File: config.mk
export PLATFORM = sky130hd
export DESIGN_NAME = tcpc_ram
export DESIGN_NICKNAME = d
export VERILOG_FILES = /design/src/sv/tcpc_ram.sv
export SDC_FILE = /design/constraint.sdc
export NUM_CORES = 1
export LEC_CHECK = 0
export ABC_CLOCK_PERIOD_IN_PS = 2230
export BUFFER_PORTS_ARGS = -buffer_cell sky130_fd_sc_hd__buf_2
export CORE_UTILIZATION = 33
export CTS_CLUSTER_DIAMETER = 80
export DETAILED_ROUTE_END_ITERATION = 8
export GPL_ROUTABILITY_DRIVEN = 0
export PLACE_DENSITY = 0.49
export SLEW_MARGIN = 0
export SYNTH_ARGS = -nofsm -noshare
export SYNTH_HDL_FRONTEND = slang
export SYNTH_SLANG_ARGS = --single-unit
File: constraint.sdc
create_clock -name clk_i -period 2.23 [get_ports clk_i]
set_input_delay 0.446 -clock clk_i [delete_from_list [all_inputs] [get_ports clk_i]]
set_output_delay 0.446 -clock clk_i [all_outputs]
set_load 0.1 [all_outputs]
File: src/sv/tcpc_ram.sv
`default_nettype none

module tcpc_ram #(
  parameter int unsigned WIDTH = 8,
  parameter int unsigned DEPTH = 16,
  parameter int unsigned AW    = $clog2(DEPTH)
) (
  input  wire logic             clk_i,
  input  wire logic             we_i,
  input  wire logic [AW-1:0]    waddr_i,
  input  wire logic [WIDTH-1:0] wdata_i,
  input  wire logic             re_i,
  input  wire logic [AW-1:0]    raddr_i,
  output logic      [WIDTH-1:0] rdata_o
);

  logic [WIDTH-1:0] mem_q [DEPTH];
  logic [WIDTH-1:0] rdata_q;

  // Single write port, registered read port; read data holds without re_i
  always_ff @(posedge clk_i) begin
    if (we_i) begin
      mem_q[waddr_i] <= wdata_i;
    end
    if (re_i) begin
      rdata_q <= mem_q[raddr_i];
    end
  end

  assign rdata_o = rdata_q;

endmodule

`default_nettype wire
Yosys cells after proc, flatten, opt, wreduce, memory -nomap -nowiden. Memories as Yosys holds them, arrays and structs flattened. A register that Yosys moved wholly into a read port is not among the register bits. Cells that the tools add are included.

Bits in registers: 0. Memory bits (writable): 128. Bits of input ports: 19. Output and inout bits: 8. Word-level logic and storage cells: 3. Memories: 1.

Mux-type cells: 2.

Memory list: mem_q (words 16, bits a word 8, read ports 1, clocked after Yosys merged registers in 1, write ports 1, RTL line 17) `logic [WIDTH-1:0] mem_q [DEPTH];`.

Operator list (count): $mux 1 (2).

Longest topological paths before layout.
Depth in word-level cells: 2. Mapped depth: 5. Gate-level depth less buffers: 3.

Worst setup path before layout. Ideal clock, no wire load.

Kind: input-to-reg. From: in waddr_i[2]. To: mem mem_q[0][0], enable pin. Setup time: 0.383 ns. Arrival: 1.556 ns. Data required time: 1.847 ns. Path slack: 0.291 ns. Stages: 2. Path buffers: 0. Path through: or3b_2 nor3_1.

RTL lines: start, declared (RTL line 10) `input wire logic [AW-1:0] waddr_i,`; end, declared (RTL line 17).

No word-level cell before the write port.

Worst setup path in the final report.
From: reg rdata_q[4], in the netlist rdata_o[4] (read register of mem_q). To: out rdata_o[4].

RTL lines: start, declared (RTL line 18) `logic [WIDTH-1:0] rdata_q;`; end, declared (RTL line 14) `output logic [WIDTH-1:0] rdata_o`.

No word-level cell between the ends.

==> results.md <==
* Routed wire per std cell at 20.4 um
* Fraction of layout cells with a size suffix above 1 at 30.5%
* Pwr/cell area at 943 nW/um2
* Max Cap Viol at 0
* Skew final at 0.00633 ns
* Max-slew violation total from the final report at 0
* WS Path Type: reg -> out
* Drt pass-1 iters at 4
* Mapped Nets at 248
* Mapped cell area at 5230 um2
* Sequential area share after synthesis at 78.1%
* Chip width at 128 um
* Final Hold Violating Endpoints at 0
* Psw at 1.21 mW
* NumNets Final at 304
* Clock-pin slew on the worst setup and hold paths at 0.05 ns
* Later-pin clock latency in the skew report at 0.41 ns
* Synthesis-stage register bit count at 136
* Tcrit/Tclk final at 76.5%
* I/O Pins at 27
* Postcts setup bufs at 0
* Switching portion of total power at 20.4%
* Initial Utilization at 34.1%
* Height of the die at 128 um
* Initial antenna violation count at 0
* Final Power at 5.94 mW
* Worst EP required at 1.78 ns
* Critical-path top delay cell: buf_2
* Post-cts sizing count at 0
* FMAX at 586 MHz
* Drt drc at 0
* Startpoint type of the worst setup path: register
* Register share of total power at 48.8%
* Fin area at 6300 um2
* Maximum clock insertion buffer count at 2
* CTS buffer count at 17
* Vias in the first global route at 2,529
* Final setup viols at 0
* Worst vdd rail ir drop at 0.513 mV
* Critical Path, Cell by Cell: buf_2
* Minimum clock period after layout at 1.71 ns
* Final non-filler cell total at 509
* Vias/cell at 4.81
* CTS tree: yes
* Cell Rows at 45
* Final wirelength at 10.4 mm
* Clock power frac at 45.2%
* Max incr delay on CP at 0.45 ns
* GRT Residual Overflow at 0
* Post-Synthesis Cells at 229
* I/O Buffers at 26
* Commonest non-fill, non-tap cell in the layout: edfxtp_1
* Setup tns final at 0 ns
* Internal Power at 4.73 mW
* Syn-to-layout area delta at 20.5%
* Worst-Margin Slew at 0.491 ns
* Initial detailed-routing violation count at 221
* Synth warnings at 0
* ANT cells at 0
* Die area at 16,300 um2
* Arr. time, crit path at 1.26 ns
* Class of the most critical hold timing path: in -> reg
* RSZ-0062 raised after global routing: false
* Crit path max fanout at 1
* Hold Buf Count CTS at 0
* Largest net degree at the start of global routing at 33
* Layout Utilization at 41.1%
* Worst path top cell family by delay: buffers and inverters
* Core area at 15,300 um2
* Syn_area_per_cell at 22.8 um2
* DRT antenna net count at 0
* Clock sinks at 136
* Fraction of registers with async set or reset after synthesis at 0%
* Dpl cells at 477
* Depth of the CTS H-tree at 4
* Comb power frac at 6.0%
* Dpl cell area at 5730 um2
* Total number of vias at 2,446
* Rel. slew slack at 67.5%
* DP Wirelength at 6.80 mm
* Fill count at 1,386
* First-pass GRT wire length at 15.5 mm
* Clock Root Buffer: clkbuf_16
* Number of flops mapped to enable cells by yosys at 136
* Most used DFF post-synth: edfxtp_1
* Leak at 2.11 nW
* Status: complete, no violations
* Count of different cell masters after synthesis at 18
* Most frequent cells in the layout: edfxtp_1 (136), buf_2 (26), mux4_2 (18), buf_4 (18), clkbuf_16 (17)
* Crit end category: output pin
* CP Buf/Inv Count at 1
* Total Routing Usage GR at 13.9%
-- per-layer routing --
metal,vias up,share of wire (%),GRT usage [%]
met3,7,3.3,3.96
li1,1095,-,-
met1,1296,47,18.4
met5,-,0,0
met2,48,49,21.2
met4,0,1.1,6.85
-- sequential cells by signal, indices dropped and copies added, names as in the netlist --
signal	cells
mem_q	128
rdata_o	8
-- power groups by stage --
stage          sequential [mW]  combinational, mW  clock [mW]
3_3_place_gp              2.95              0.360           0
5_1_grt                   2.90              0.383        2.84
6_report                  2.90              0.359        2.68
2_1_floorplan             3.04              0.145           0
4_1_cts                   2.90              0.365        2.75
3_5_place_dp              2.95              0.365           0
-- worst paths after layout --
| check | from | to | slack [ns] | depth (start not counted) |
|---|---|---|---|---|
| min reg2reg | mem_q[15][1] | rdata_o[1] | 0.74 | 3 |
| min | re_i | rdata_o[0] | 0.42 | 1 |
| max | rdata_o[4] | rdata_o[4] | 0.52 | 1 |
| max reg2reg | mem_q[1][0] | rdata_o[0] | 0.73 | 3 |
-- synth_stat cells (2+ instances only) --
library cell       n  area [um2]
nand2_1            9        33.8
buf_2              3        15.0
clkdlybuf4s25_2    3        30.0
mux4_2            18         405
buf_6              3        33.8
nor2_1            13        48.8
nor3_1             4        20.0
nand3b_1           2        15.0
nand2b_1           2        12.5
mux4_1            14         368
edfxtp_1         136        4080
a22oi_1           16         120
-- worst reg2reg max path, delay by kind of cell (launching register included) --
kind / cells / cell delay [ns]
compound gates: 1 / 0.26
flops: 1 / 0.35
mux: 1 / 0.50
simple gates: 1 / 0.13
-- logic make-up after synthesis --
family	count (synthesis)	share of synthesized area [%]
buf+inv	10	1.65
simple gates	35	3.14
compound gates	16	2.30
flops	136	78.1
mux	32	14.8
-- cell type report --
cell class	instances	area, um2	share of cell area (%)
sequential	136	4080	64.8
multi-input combinational	83	1060	16.8
clock buffer	20	437	6.93
timing repair buffer	47	325	5.16
tap	211	264	4.19
clock inverter	12	133	2.11
-- through the flow --
stage / setup slack (ns) / hold slack [ns]
after global placement: 0.191 / 0.730
after floorplan: 0.291 / 0.545
final: 0.524 / 0.420
after global routing: 0.485 / 0.405
after CTS: 0.483 / 0.401
after detailed placement: 0.184 / 0.733
(Power assumes the default switching activity.)
